$ cat config.mk
export PLATFORM = sky130hd
export DESIGN_NAME = i2c_eeprom_master_core
export DESIGN_NICKNAME = d
export VERILOG_FILES = /design/src/hdl/i2cee_pkg.sv /design/src/hdl/i2cee_pbuf.sv /design/src/hdl/i2cee_ctrl.sv /design/src/hdl/i2cee_top_unused_guard.sv /design/src/hdl/i2c_eeprom_master_core.sv
export VERILOG_INCLUDE_DIRS = /design/src /design/src/hdl
export SDC_FILE = /design/constraint.sdc
export NUM_CORES = 1
export LEC_CHECK = 0
export ABC_CLOCK_PERIOD_IN_PS = 2680
export BUFFER_PORTS_ARGS = -buffer_cell sky130_fd_sc_hd__buf_2
export CORE_AREA = 2 2 138 140
export CTS_CLUSTER_SIZE = 25
export DETAILED_ROUTE_END_ITERATION = 6
export DIE_AREA = 0 0 140 142
export GPL_TIMING_DRIVEN = 0
export PLACE_DENSITY_LB_ADDON = 0.05
export SYNTH_ARGS = -nofsm -noshare
export SYNTH_HDL_FRONTEND = slang
export SYNTH_SLANG_ARGS = --single-unit
$ cat constraint.sdc
create_clock -name clk -period 2.68 [get_ports clk]
set_input_delay 0.268 -clock clk [delete_from_list [all_inputs] [get_ports clk]]
set_output_delay 0.268 -clock clk [all_outputs]
set_load 0.03 [all_outputs]
$ cat src/hdl/assert_macros.svh
// assertion macros shared by the rtl files
`ifndef ASSERT_MACROS_SVH
`define ASSERT_MACROS_SVH

// same-cycle implication, sampled on clk, off during reset
`define ASSERT_SAME(label, ante, cons, msg) \
  label: assert property (@(posedge clk) disable iff (!rst_n) (ante) |-> (cons)) \
    else $error(msg);

// next-cycle implication, sampled on clk, off during reset
`define ASSERT_NEXT(label, ante, cons, msg) \
  label: assert property (@(posedge clk) disable iff (!rst_n) (ante) |=> (cons)) \
    else $error(msg);

`endif

$ cat src/hdl/i2cee_pkg.sv
// package with types and constants of the i2c eeprom master
`default_nettype none

package i2cee_pkg;

  localparam int BUFFER_BYTES_DEF = 16;

  // buffer address bus covers the largest legal buffer
  localparam int PBUF_AW = 8;

  localparam logic [6:0] DEV_ADDR_RST = 7'd80;
  localparam logic       RW_READ      = 1'b1;
  localparam logic       RW_WRITE     = 1'b0;

  localparam logic [1:0] OP_TICK  = 2'd0;
  localparam logic [1:0] OP_LOAD  = 2'd1;
  localparam logic [1:0] OP_WRITE = 2'd2;
  localparam logic [1:0] OP_READ  = 2'd3;

  typedef struct packed {
    logic [1:0] operation;
    logic [7:0] word_address;
    logic [7:0] data_byte;
    logic [7:0] byte_count;
    logic       sda_in;
  } in_t;

  typedef struct packed {
    logic       scl_out;
    logic       sda_out;
    logic       busy_res;
    logic       read_valid;
    logic [7:0] read_data;
    logic       read_last;
    logic       done_res;
    logic       all_acked;
    logic       rejected;
  } out_t;

  // page buffer access from the sequencer
  typedef struct packed {
    logic               we;
    logic [PBUF_AW-1:0] waddr;
    logic [7:0]         wdata;
    logic               rd_ok;
    logic [PBUF_AW-1:0] raddr;
  } pbuf_req_t;

endpackage

`default_nettype wire

$ cat src/hdl/i2cee_pbuf.sv
// page buffer memory with one write port and a registered read port
`default_nettype none

module i2cee_pbuf
  import i2cee_pkg::*;
#(
  parameter int BUFFER_BYTES = BUFFER_BYTES_DEF
) (
  input  wire logic      clk,
  input  wire pbuf_req_t req,
  output logic [7:0]     rd_data
);

  localparam int IW = (BUFFER_BYTES > 1) ? $clog2(BUFFER_BYTES) : 1;

  logic [7:0] mem [BUFFER_BYTES];
  logic [7:0] rd_data_r;

  always_ff @(posedge clk) begin
    if (req.we) begin
      mem[req.waddr[IW-1:0]] <= req.wdata;
    end
  end

  // out-of-range reads give zero
  always_ff @(posedge clk) begin
    if (req.rd_ok) begin
      rd_data_r <= mem[req.raddr[IW-1:0]];
    end else begin
      rd_data_r <= 8'd0;
    end
  end

  assign rd_data = rd_data_r;

endmodule

`default_nettype wire

$ cat src/hdl/i2cee_ctrl.sv
// bus sequencer: start, address, data, read and stop phases
`default_nettype none

module i2cee_ctrl
  import i2cee_pkg::*;
#(
  parameter int BUFFER_BYTES = BUFFER_BYTES_DEF
) (
  input  wire logic       clk,
  input  wire logic       rst_n,
  input  wire logic       adv,
  input  wire in_t        in_data,
  input  wire logic [6:0] dev_addr,
  input  wire logic [7:0] rd_data,
  output pbuf_req_t       pbuf_req,
  output out_t            res
);

  `include "assert_macros.svh"

  localparam int CW = $clog2(BUFFER_BYTES + 1);
  localparam logic [CW-1:0] BB_C  = CW'(BUFFER_BYTES);
  localparam logic [CW:0]   BB_C1 = (CW+1)'(BUFFER_BYTES);

  localparam logic [3:0] PH_IDLE   = 4'd0;
  localparam logic [3:0] PH_START1 = 4'd1;
  localparam logic [3:0] PH_DEVW   = 4'd2;
  localparam logic [3:0] PH_WORD   = 4'd3;
  localparam logic [3:0] PH_START2 = 4'd4;
  localparam logic [3:0] PH_DEVR   = 4'd5;
  localparam logic [3:0] PH_DATA   = 4'd6;
  localparam logic [3:0] PH_RX     = 4'd7;
  localparam logic [3:0] PH_STOP   = 4'd8;

  logic [3:0]    phase_r, phase_nxt;
  logic [1:0]    step_r, step_nxt;
  logic [3:0]    bit_r, bit_nxt;
  logic [7:0]    shift_r, shift_nxt;
  logic [7:0]    addr_r, addr_nxt;
  logic [7:0]    left_r, left_nxt;
  logic [CW-1:0] widx_r, widx_nxt;
  logic [CW-1:0] lcnt_r, lcnt_nxt;
  logic          ack_r, ack_nxt;
  logic          rjob_r, rjob_nxt;
  logic          scl_r, scl_nxt;
  logic          sda_r, sda_nxt;

  logic [7:0] dev_w;
  logic [CW:0] pf_addr;
  logic [8:0]  bc_ext;
  logic [8:0]  lc_ext;
  logic        done;

  assign dev_w  = {dev_addr, RW_WRITE};
  assign bc_ext = 9'(in_data.byte_count);
  assign lc_ext = 9'(lcnt_r);

  // prefetch the byte the next data phase will need
  always_comb begin
    if (phase_r == PH_DATA) begin
      pf_addr = (CW+1)'(widx_r) + (CW+1)'(1);
    end else begin
      pf_addr = (CW+1)'(widx_r);
    end
  end

  always_comb begin
    phase_nxt = phase_r;
    step_nxt  = step_r;
    bit_nxt   = bit_r;
    shift_nxt = shift_r;
    addr_nxt  = addr_r;
    left_nxt  = left_r;
    widx_nxt  = widx_r;
    lcnt_nxt  = lcnt_r;
    ack_nxt   = ack_r;
    rjob_nxt  = rjob_r;
    scl_nxt   = scl_r;
    sda_nxt   = sda_r;
    done      = 1'b0;
    res       = '0;

    pbuf_req.we    = 1'b0;
    pbuf_req.waddr = PBUF_AW'(lcnt_r);
    pbuf_req.wdata = in_data.data_byte;
    pbuf_req.rd_ok = (pf_addr < BB_C1);
    pbuf_req.raddr = PBUF_AW'(pf_addr);

    if (phase_r == PH_IDLE) begin
      case (in_data.operation)
        OP_LOAD: begin
          if (lcnt_r < BB_C) begin
            pbuf_req.we = adv;
            lcnt_nxt    = lcnt_r + CW'(1);
          end else begin
            res.rejected = 1'b1;
          end
        end
        OP_WRITE: begin
          left_nxt  = (bc_ext > lc_ext) ? 8'(lc_ext) : in_data.byte_count;
          widx_nxt  = '0;
          lcnt_nxt  = '0;
          rjob_nxt  = 1'b0;
          addr_nxt  = in_data.word_address;
          ack_nxt   = 1'b1;
          phase_nxt = PH_START1;
          shift_nxt = 8'd0;
          bit_nxt   = 4'd0;
          step_nxt  = 2'd0;
        end
        OP_READ: begin
          if (in_data.byte_count == 8'd0) begin
            res.rejected = 1'b1;
          end else begin
            rjob_nxt  = 1'b1;
            left_nxt  = in_data.byte_count;
            addr_nxt  = in_data.word_address;
            ack_nxt   = 1'b1;
            phase_nxt = PH_START1;
            shift_nxt = 8'd0;
            bit_nxt   = 4'd0;
            step_nxt  = 2'd0;
          end
        end
        default: ;
      endcase
    end else begin
      res.rejected = (in_data.operation != OP_TICK);
      case (phase_r)
        PH_START1, PH_START2: begin
          if (step_r == 2'd0) begin
            scl_nxt = 1'b0; sda_nxt = 1'b1; step_nxt = 2'd1;
          end else if (step_r == 2'd1) begin
            scl_nxt = 1'b1; sda_nxt = 1'b1; step_nxt = 2'd2;
          end else begin
            scl_nxt  = 1'b1;
            sda_nxt  = 1'b0;
            bit_nxt  = 4'd0;
            step_nxt = 2'd0;
            if (phase_r == PH_START1) begin
              phase_nxt = PH_DEVW;
              shift_nxt = dev_w;
            end else begin
              phase_nxt = PH_DEVR;
              shift_nxt = {dev_addr, RW_READ};
            end
          end
        end
        PH_STOP: begin
          if (step_r == 2'd0) begin
            scl_nxt = 1'b0; sda_nxt = 1'b0; step_nxt = 2'd1;
          end else if (step_r == 2'd1) begin
            scl_nxt = 1'b1; sda_nxt = 1'b0; step_nxt = 2'd2;
          end else begin
            scl_nxt   = 1'b1;
            sda_nxt   = 1'b1;
            shift_nxt = 8'd0;
            bit_nxt   = 4'd0;
            step_nxt  = 2'd0;
            if (rjob_r) begin
              addr_nxt = addr_r + 8'd1;
              if (left_r != 8'd0) begin
                left_nxt = left_r - 8'd1;
              end
            end
            if (rjob_r && left_nxt != 8'd0) begin
              phase_nxt = PH_START1;
            end else begin
              phase_nxt     = PH_IDLE;
              done          = 1'b1;
              res.all_acked = ack_r;
            end
          end
        end
        PH_RX: begin
          scl_nxt = (step_r != 2'd0);
          sda_nxt = 1'b1;
          if (step_r == 2'd0) begin
            step_nxt = 2'd1;
          end else begin
            step_nxt = 2'd0;
            if (bit_r < 4'd8) begin
              shift_nxt = {shift_r[6:0], in_data.sda_in};
              bit_nxt   = bit_r + 4'd1;
              if (bit_r == 4'd7) begin
                res.read_valid = 1'b1;
                res.read_data  = shift_nxt;
                res.read_last  = (left_r == 8'd1);
              end
            end else begin
              phase_nxt = PH_STOP;
              shift_nxt = 8'd0;
              bit_nxt   = 4'd0;
            end
          end
        end
        default: begin
          // transmit phases: device address, word address, data
          if (step_r == 2'd0) begin
            scl_nxt  = 1'b0;
            sda_nxt  = (bit_r < 4'd8) ? shift_r[7] : 1'b1;
            step_nxt = 2'd1;
          end else begin
            scl_nxt  = 1'b1;
            step_nxt = 2'd0;
            if (bit_r < 4'd8) begin
              shift_nxt = {shift_r[6:0], 1'b0};
              bit_nxt   = bit_r + 4'd1;
            end else begin
              sda_nxt = 1'b1;
              if (in_data.sda_in) begin
                ack_nxt = 1'b0;
              end
              bit_nxt = 4'd0;
              case (phase_r)
                PH_DEVW: begin
                  phase_nxt = PH_WORD;
                  shift_nxt = addr_r;
                end
                PH_WORD: begin
                  if (rjob_r) begin
                    phase_nxt = PH_START2;
                    shift_nxt = 8'd0;
                  end else if (left_r != 8'd0) begin
                    phase_nxt = PH_DATA;
                    shift_nxt = rd_data;
                  end else begin
                    phase_nxt = PH_STOP;
                    shift_nxt = 8'd0;
                  end
                end
                PH_DEVR: begin
                  phase_nxt = PH_RX;
                  shift_nxt = 8'd0;
                end
                default: begin
                  widx_nxt = widx_r + CW'(1);
                  if (left_r != 8'd0) begin
                    left_nxt = left_r - 8'd1;
                  end
                  if (left_nxt != 8'd0) begin
                    phase_nxt = PH_DATA;
                    shift_nxt = rd_data;
                  end else begin
                    phase_nxt = PH_STOP;
                    shift_nxt = 8'd0;
                  end
                end
              endcase
            end
          end
        end
      endcase
    end

    res.scl_out  = scl_nxt;
    res.sda_out  = sda_nxt;
    res.busy_res = (phase_nxt != PH_IDLE) || done;
    res.done_res = done;
  end

  always_ff @(posedge clk) begin
    if (!rst_n) begin
      phase_r <= PH_IDLE;
      step_r  <= 2'd0;
      bit_r   <= 4'd0;
      shift_r <= 8'd0;
      addr_r  <= 8'd0;
      left_r  <= 8'd0;
      widx_r  <= '0;
      lcnt_r  <= '0;
      ack_r   <= 1'b1;
      rjob_r  <= 1'b0;
      scl_r   <= 1'b1;
      sda_r   <= 1'b1;
    end else if (adv) begin
      phase_r <= phase_nxt;
      step_r  <= step_nxt;
      bit_r   <= bit_nxt;
      shift_r <= shift_nxt;
      addr_r  <= addr_nxt;
      left_r  <= left_nxt;
      widx_r  <= widx_nxt;
      lcnt_r  <= lcnt_nxt;
      ack_r   <= ack_nxt;
      rjob_r  <= rjob_nxt;
      scl_r   <= scl_nxt;
      sda_r   <= sda_nxt;
    end
  end

  `ASSERT_SAME(a_load_only_idle, pbuf_req.we, phase_r == PH_IDLE && !rjob_r || phase_r == PH_IDLE, "buffer written outside idle")
  `ASSERT_SAME(a_fill_bound, 1'b1, lcnt_r <= BB_C, "page buffer fill count overran")
  `ASSERT_SAME(a_rx_byte, res.read_valid, phase_r == PH_RX && rjob_r, "read byte outside receive phase")
  `ASSERT_NEXT(a_done_idle, adv && done, phase_r == PH_IDLE, "done without return to idle")

endmodule

`default_nettype wire

$ cat src/hdl/i2cee_top_unused_guard.sv
// result register stage between the sequencer and the output channel
`default_nettype none

module i2cee_oreg
  import i2cee_pkg::*;
(
  input  wire logic clk,
  input  wire logic rst_n,
  input  wire logic load,
  input  wire out_t res,
  input  wire logic out_stall,
  output logic      out_valid,
  output out_t      out_data
);

  `include "assert_macros.svh"

  logic valid_r, valid_nxt;
  out_t data_r;

  always_comb begin
    valid_nxt = valid_r;
    if (load) begin
      valid_nxt = 1'b1;
    end else if (!out_stall) begin
      valid_nxt = 1'b0;
    end
  end

  always_ff @(posedge clk) begin
    if (!rst_n) begin
      valid_r <= 1'b0;
    end else begin
      valid_r <= valid_nxt;
    end
  end

  always_ff @(posedge clk) begin
    if (load) begin
      data_r <= res;
    end
  end

  assign out_valid = valid_r;
  assign out_data  = data_r;

  `ASSERT_NEXT(a_load_shows, load, valid_r && data_r == $past(res), "loaded word not presented")
  `ASSERT_SAME(a_no_overwrite, load && valid_r, !out_stall, "waiting word overwritten")
  `ASSERT_NEXT(a_done_flags, load && res.done_res, data_r.busy_res, "done word without busy")

endmodule

`default_nettype wire

$ cat src/hdl/i2c_eeprom_master_core.sv
// top level of the i2c serial eeprom master
// Each accepted input word is one half-bit bus tick: it carries the sampled
// SDA level and optionally a command (load a page buffer byte, start a write,
// start a read), and it yields exactly one result word with the SCL/SDA
// levels to drive, busy, a received byte with its last mark, done and the
// all-acknowledged flag. The block takes one word per clock and presents its
// result word on the output register in the cycle after the input word is taken.
// The input stalls only while that register holds a word that the sink
// refuses, so with a free sink words flow back to back. The page buffer memory
// has a registered read port, whose delay is hidden because the sequencer keeps
// the next data byte prefetched from the buffer well before the ack slot that
// needs it. No clearing pass after reset. A write job clamps its
// count to the bytes loaded since the last write; a read job of n bytes runs
// n random reads at rising addresses. Commands given while busy, loads into a
// full buffer and reads of zero bytes come back with the rejected flag set.
// The device address register may be written only while the block is idle.
`default_nettype none

module i2c_eeprom_master_core
  import i2cee_pkg::*;
#(
  parameter int BUFFER_BYTES = BUFFER_BYTES_DEF
) (
  input  wire logic       clk,
  input  wire logic       rst_n,
  // input words: one bus tick each
  input  wire logic       in_valid,
  output logic            in_stall,
  input  wire in_t        in_data,
  // result words
  output logic            out_valid,
  input  wire logic       out_stall,
  output out_t            out_data,
  // device address register
  input  wire logic       cfg_we,
  input  wire logic [6:0] cfg_wdata
);

  logic [6:0] dev_addr_r;
  logic       adv;
  out_t       res;
  pbuf_req_t  pbuf_req;
  logic [7:0] pbuf_rd;

  // stall only while the result register holds a word the sink refuses
  assign in_stall = out_valid && out_stall;
  assign adv      = in_valid && !in_stall;

  always_ff @(posedge clk) begin
    if (!rst_n) begin
      dev_addr_r <= DEV_ADDR_RST;
    end else if (cfg_we) begin
      dev_addr_r <= cfg_wdata;
    end
  end

  // bus phase sequencer
  i2cee_ctrl #(
    .BUFFER_BYTES(BUFFER_BYTES)
  ) u_ctrl (
    .clk      (clk),
    .rst_n    (rst_n),
    .adv      (adv),
    .in_data  (in_data),
    .dev_addr (dev_addr_r),
    .rd_data  (pbuf_rd),
    .pbuf_req (pbuf_req),
    .res      (res)
  );

  // page buffer
  i2cee_pbuf #(
    .BUFFER_BYTES(BUFFER_BYTES)
  ) u_pbuf (
    .clk     (clk),
    .req     (pbuf_req),
    .rd_data (pbuf_rd)
  );

  // result register
  i2cee_oreg u_oreg (
    .clk       (clk),
    .rst_n     (rst_n),
    .load      (adv),
    .res       (res),
    .out_stall (out_stall),
    .out_valid (out_valid),
    .out_data  (out_data)
  );

endmodule

`default_nettype wire
======== Word level (Yosys, flattened, before mapping) ========
Memories as Yosys holds them, arrays and structs flattened. A register that Yosys moved wholly into a read port is not among the register bits.
Index checks and enable logic that the tools add are counted.
storage, ports and cells
  flip-flop bits (word level) ............. 72
  memory bits (writable) .................. 128
  output and inout bits ................... 18
  memories kept ........................... 1
cells by class
  $add $sub $neg .......................... 6
  order comparisons ....................... 4
  eq/ne operators ......................... 31
  multiplexer cells ....................... 124
  bitwise operators ....................... 4
  reduce and logical (&&, ||, !) cells .... 37
memory list
  name        depth  bits a word  read ports  clocked after Yosys merged registers in  write ports  RTL line          RTL
  u_pbuf.mem  16     8            1           1                                        1            i2cee_pbuf.sv:16  logic [7:0] mem [BUFFER_BYTES];
operator list
  kind                   count
  $mux W8                38
  $mux W4                20
  $pmux W8 S2            4
  $pmux W8 S3            2
  $mux W1                35
  $mux W5                7
  $pmux W4 S3            2
  $reduce_bool A8 Y1     3
  $eq A4 B3 Y1 const B   5
  $ne A2 B1 Y1 const B   8
  $pmux W4 S2            2
  $reduce_and A7 Y1      2
  $reduce_bool A2 Y1     7
  $ne A3 B2 Y1 const B   4
  $reduce_and A6 Y1      2
  $add A5 B1 Y5 const B  2
  $mux W10               1
  $mux W2                5
  $pmux W5 S2            1
  $reduce_or A5 Y1       2
  $reduce_or A3 Y1       3
  $add A8 B1 Y8 const B  1
  $eq A4 B2 Y1 const B   2
  $eq A8 B1 Y1 const B   1
  33 further kinds       47

======== Longest topological paths before layout ========
  word-level depth ........................ 16
  mapped depth ............................ 14
  mapped depth without buffers ............ 11

======== Cells and area by module ========
Synthesis repeated with hierarchy kept, for this count alone.
second synthesis, totals
  cells, all modules ...................... 875
  area, all modules ....................... 10261.1 um^2
by module, submodules not included
  module                  instances  cells an instance  area an instance (um^2)  seq. area each (um^2)
  i2cee_pbuf              1          257                5297.6                   4003.8
  i2cee_ctrl              1          575                4179.0                   960.9
  i2cee_oreg              1          19                 511.7                    500.5
  i2c_eeprom_master_core  1          24                 272.8                    140.1

======== Worst setup path before layout ========
Ideal clock, no wire load.
  path type ............................... flip-flop to flip-flop
  from .................................... register u_ctrl.left_r[0] (netlist name)
  to ...................................... register u_ctrl.addr_r[0]
  library setup time ...................... 0.074 ns
  arrival time ............................ 2.791 ns
  required time ........................... 2.606 ns
  slack ................................... -0.185 ns
  cell stages (with the launch flop) ...... 12
  clock period less this slack ............ 2.865 ns
  path through ............................ dfxtp_1 buf_2 inv_1 ha_1 or3b_2 o41ai_2 a221oi_1 a221o_1 o2111ai_2 nor2_2 or4_1 a31oi_1
RTL lines
  item                  RTL line           RTL
  to (signal assigned)  i2cee_ctrl.sv:281  addr_r <= addr_nxt;
  to (decl)             i2cee_ctrl.sv:39   logic [7:0] addr_r, addr_nxt;

==> impl_metrics.ini <==
[outcome]
status = complete, but fails checks
violations = design-rule violations, negative setup slack

[global_route]
grt_overflow = 0
first_global_vias = 7621
grt_max_degree = 26
gr-usage-all-layers_pct = 27.5
grt_pass1_wl_mm = 42.6
antenna_found_initial = 0

[placed_design]
gp_congestion = 0.931
hpwlAfterDp_mm = 18.5
place_inst = 1136
port-buffer-count = 54

[floorplan]
fp-row-count = 50
dieArea_sq_mm = 0.0199
fp.dieH_um = 142
core-area_sq_mm = 0.0185
initial_utilization_pct = 54.0
ioPinCount = 57
die_w_um = 140

[clock_tree]
clkSinkCount = 208
cts_tree = yes
cts_buffers = 22
clock-root-buffer = clkbuf_16
clk_pin_slew_ns = 0.07
clk_latency_ns = 0.52
htree_levels = 1
cts_buffer_depth = 3

[drt]
m1WireLength_mm = 10.9
drc_errors = 5
wire_per_inst_um = 22.6
finalWirelength_mm = 27.5
ant_nets = 0
vias = 7797
drt_iter0_markers = 684
wl_met2_mm = 13.6
dr_wl_met3_mm = 1.79
viasPerCell = 6.43
highest_layer = met4
drt_first_pass_iters = 7

[min_path]
hold_depth = 3
min-delay-start = cfg_wdata[2]
hold_end = dev_addr_r[2]$_SDFFE_PN0P_
hp-class = in -> reg

[timing]
tns_ns = -6.62
finalSetupViolations = 39
fin_crit_sh_pct = 111
maxSlewViolCount = 0
fin_hold_ws_ns = 0.0140
rsz0062_at_grt = yes
worst_slack_ns = -0.295
max_slew_margin_pct = 29.5
fin_crit_ns = 2.97
hold_viol = 0
worst_pin_slew_ns = 1.05
fmax_ghz = 0.336
fin_skew_ns = 0.0235

[power_and_ir_drop]
max-vdd-ir-drop_v = 0.000712
power_density_mw_per_mm2 = 717
leakagePower_uw = 0.00446
total_power_uw = 8860

[logic_synthesis]
async_flop_share_pct = 0
synthDistinctLibCells = 76
synth_area_sq_mm = 0.00996
synth_cells = 848
yosysSeqAreaShare_pct = 56.3
syn_nets = 901
synth_ff_type = edfxtp_1
syn_avg_cell_area_sq_um = 11.7
synth-seq-cells = 208
yosys_warnings = 0
synth_edf_count = 144

[cells_and_area]
syn_to_final_growth_pct = 24.1
fillers = 1371
stdcell_count = 1213
final_nets = 1017
drive_gt1_share_pct = 27.9
n_antenna_cell = 0

[job]
drv_cap = 0

[worst_setup_path]
critPathKind = reg -> reg
worstReg2RegStart = u_ctrl.left_r[0]$_SDFFE_PN0P_
crit_fanout = 4
start_kind = register
r2r_cells = 12
rrSetupSlack_ns = -0.29
r2r-end = u_ctrl.bit_r[2]$_SDFFE_PN0P_
critPathRequiredTime_ns = 3.13
crit_arrival_ns = 3.42
endpoint_kind = register
## final cells by class
type,instances,area (sq um),area share (%)
Sequential cell,208,5620,45.4
Multi-Input combinational cell,562,4530,36.6
Timing Repair Buffer,95,689,5.58
Clock buffer,27,579,4.69
Buffer,49,318,2.57
Tap cell,234,293,2.37
Clock inverter,12,228,1.84
Inverter,26,108,0.871
## Yosys cell counts, types with 4 or more instances
| library cell | number | area, sq um |
|---|---|---|
| nor4_1 | 4 | 25.0 |
| nand2b_1 | 6 | 37.5 |
| nor2b_1 | 6 | 37.5 |
| buf_2 | 7 | 35.0 |
| mux2i_1 | 36 | 360 |
| a222oi_1 | 8 | 80.1 |
| nand2_1 | 81 | 304 |
| nor2_1 | 61 | 229 |
| a21oi_1 | 43 | 215 |
| nand3_1 | 35 | 175 |
| o21ai_0 | 37 | 185 |
| edfxtp_1 | 144 | 4320 |
| or4_1 | 4 | 30.0 |
| ha_1 | 14 | 175 |
| nor3_1 | 27 | 135 |
| buf_1 | 4 | 15.0 |
| inv_1 | 25 | 93.8 |
| mux4_2 | 32 | 721 |
| a211oi_1 | 8 | 60.1 |
| and3_1 | 10 | 62.6 |
| o21a_1 | 5 | 37.5 |
| clkbuf_1 | 39 | 146 |
| dfxtp_1 | 64 | 1280 |
| a31oi_1 | 7 | 43.8 |
| a211o_1 | 4 | 35.0 |
| xnor2_1 | 7 | 61.3 |
| nand4_1 | 15 | 93.8 |
| and2_1 | 14 | 87.6 |
| o22ai_1 | 6 | 37.5 |
| o211ai_1 | 6 | 45.0 |
| a21o_1 | 4 | 30.0 |
| a21boi_0 | 7 | 52.6 |
| or3_1 | 6 | 37.5 |
| o31ai_1 | 11 | 82.6 |
## stage by stage
stage,setup WS (ns),instance area (sq um),utilization (%)
floorplan,-0.0560,9990,-
global placement,-0.747,10600,57.2
detailed placement,-0.776,10600,57.2
global route,-0.354,12400,67.0
CTS,-0.289,12100,65.7
finish,-0.295,12400,67.0
## power by group
group          switching (uW)  internal [uW]
sequential               81.3           3520
clock                    1250           2120
combinational            1110            765
## layout by cell type, fill, tap and decap left out, types with 15 or more instances in the layout
cell type | synthesis | final
nand3_1 | 35 | 35
buf_4 | 1 | 24
clkbuf_16 | 0 | 22
clkbuf_1 | 39 | 24
buf_2 | 7 | 56
mux4_2 | 32 | 32
o21ai_0 | 37 | 31
nand4_1 | 15 | 15
edfxtp_1 | 144 | 144
nor2_1 | 61 | 46
mux2i_1 | 36 | 33
nand2_1 | 81 | 76
inv_1 | 25 | 21
a21oi_1 | 43 | 37
dfxtp_1 | 64 | 59
## cells by family after synthesis
| kind of cell | Yosys count | synth area share [%] |
|---|---|---|
| mux | 68 | 10.9 |
| fa+ha+maj | 14 | 1.76 |
| compound gates | 187 | 13.0 |
| flops | 208 | 56.3 |
| simple gates | 284 | 14.2 |
| buf+inv | 78 | 3.14 |
| xor+xnor | 9 | 0.792 |
## worst max-delay path, cell delays in order (launching register included)
cell and delay (ns):
dfxtp_4 0.37, buf_6 0.12, inv_4 0.05, ha_4 0.15
or3b_4 0.41, o41ai_4 0.32, a221oi_2 0.09, a221o_1 0.32
o2111ai_4 0.27, buf_6 0.15, o21ai_4 0.06, or4_4 0.48
a21oi_2 0.13
## timing repair
| item | in CTS | in global routing |
|---|---|---|
| cloned | 3 | 0 |
| hold buffers | 6 | 0 |
| pin swaps | 25 | 10 |
| endpoints found under the setup margin | 183 | 172 |
| endpoints found under the hold margin | 6 | 0 |
| buffers inserted | 22 | 10 |
| gates resized for setup | 128 | 37 |
## how the worst max path moves through the flow
stage | depth (start not counted) | to | from | slack (ns)
floorplan | 11 | u_ctrl.bit_r[2]$_SDFFE_PN0P_ | u_ctrl.left_r[0]$_SDFFE_PN0P_ | -0.06
global placement | 9 | u_pbuf.rd_data[3]$_SDFF_PP0_ | u_ctrl.phase_r[2]$_SDFFE_PN0P_ | -0.75
detailed placement | 5 | u_pbuf.mem[2][4]$_DFFE_PP_ | u_ctrl.phase_r[2]$_SDFFE_PN0P_ | -0.78
CTS | 12 | u_ctrl.bit_r[2]$_SDFFE_PN0P_ | u_ctrl.left_r[0]$_SDFFE_PN0P_ | -0.29
global route | 12 | u_ctrl.bit_r[2]$_SDFFE_PN0P_ | u_ctrl.left_r[0]$_SDFFE_PN0P_ | -0.35
finish | 12 | u_ctrl.bit_r[2]$_SDFFE_PN0P_ | u_ctrl.left_r[0]$_SDFFE_PN0P_ | -0.29
## layer usage
layer  GRT usage [%]  up-vias
li1                -     3497
met1            34.9     3844
met5               0        -
met4            10.9        0
met3            4.51       96
met2            47.9      360
## sequential cells by signal, summed over array words and instances (netlist names)
name / cells
u_ctrl.rjob_r: 1
u_pbuf.mem: 128
u_ctrl.addr_r: 8
u_ctrl.ack_r: 1
u_ctrl.scl_r: 1
u_ctrl.step_r: 2
u_ctrl.bit_r: 4
u_oreg.out_data: 16
u_ctrl.lcnt_r: 5
u_pbuf.rd_data: 8
u_ctrl.sda_r: 1
u_oreg.out_valid: 1
dev_addr_r: 7
u_ctrl.widx_r: 5
u_ctrl.left_r: 8
u_ctrl.shift_r: 8
u_ctrl.phase_r: 4
Power figures use the tool's default switching activity.
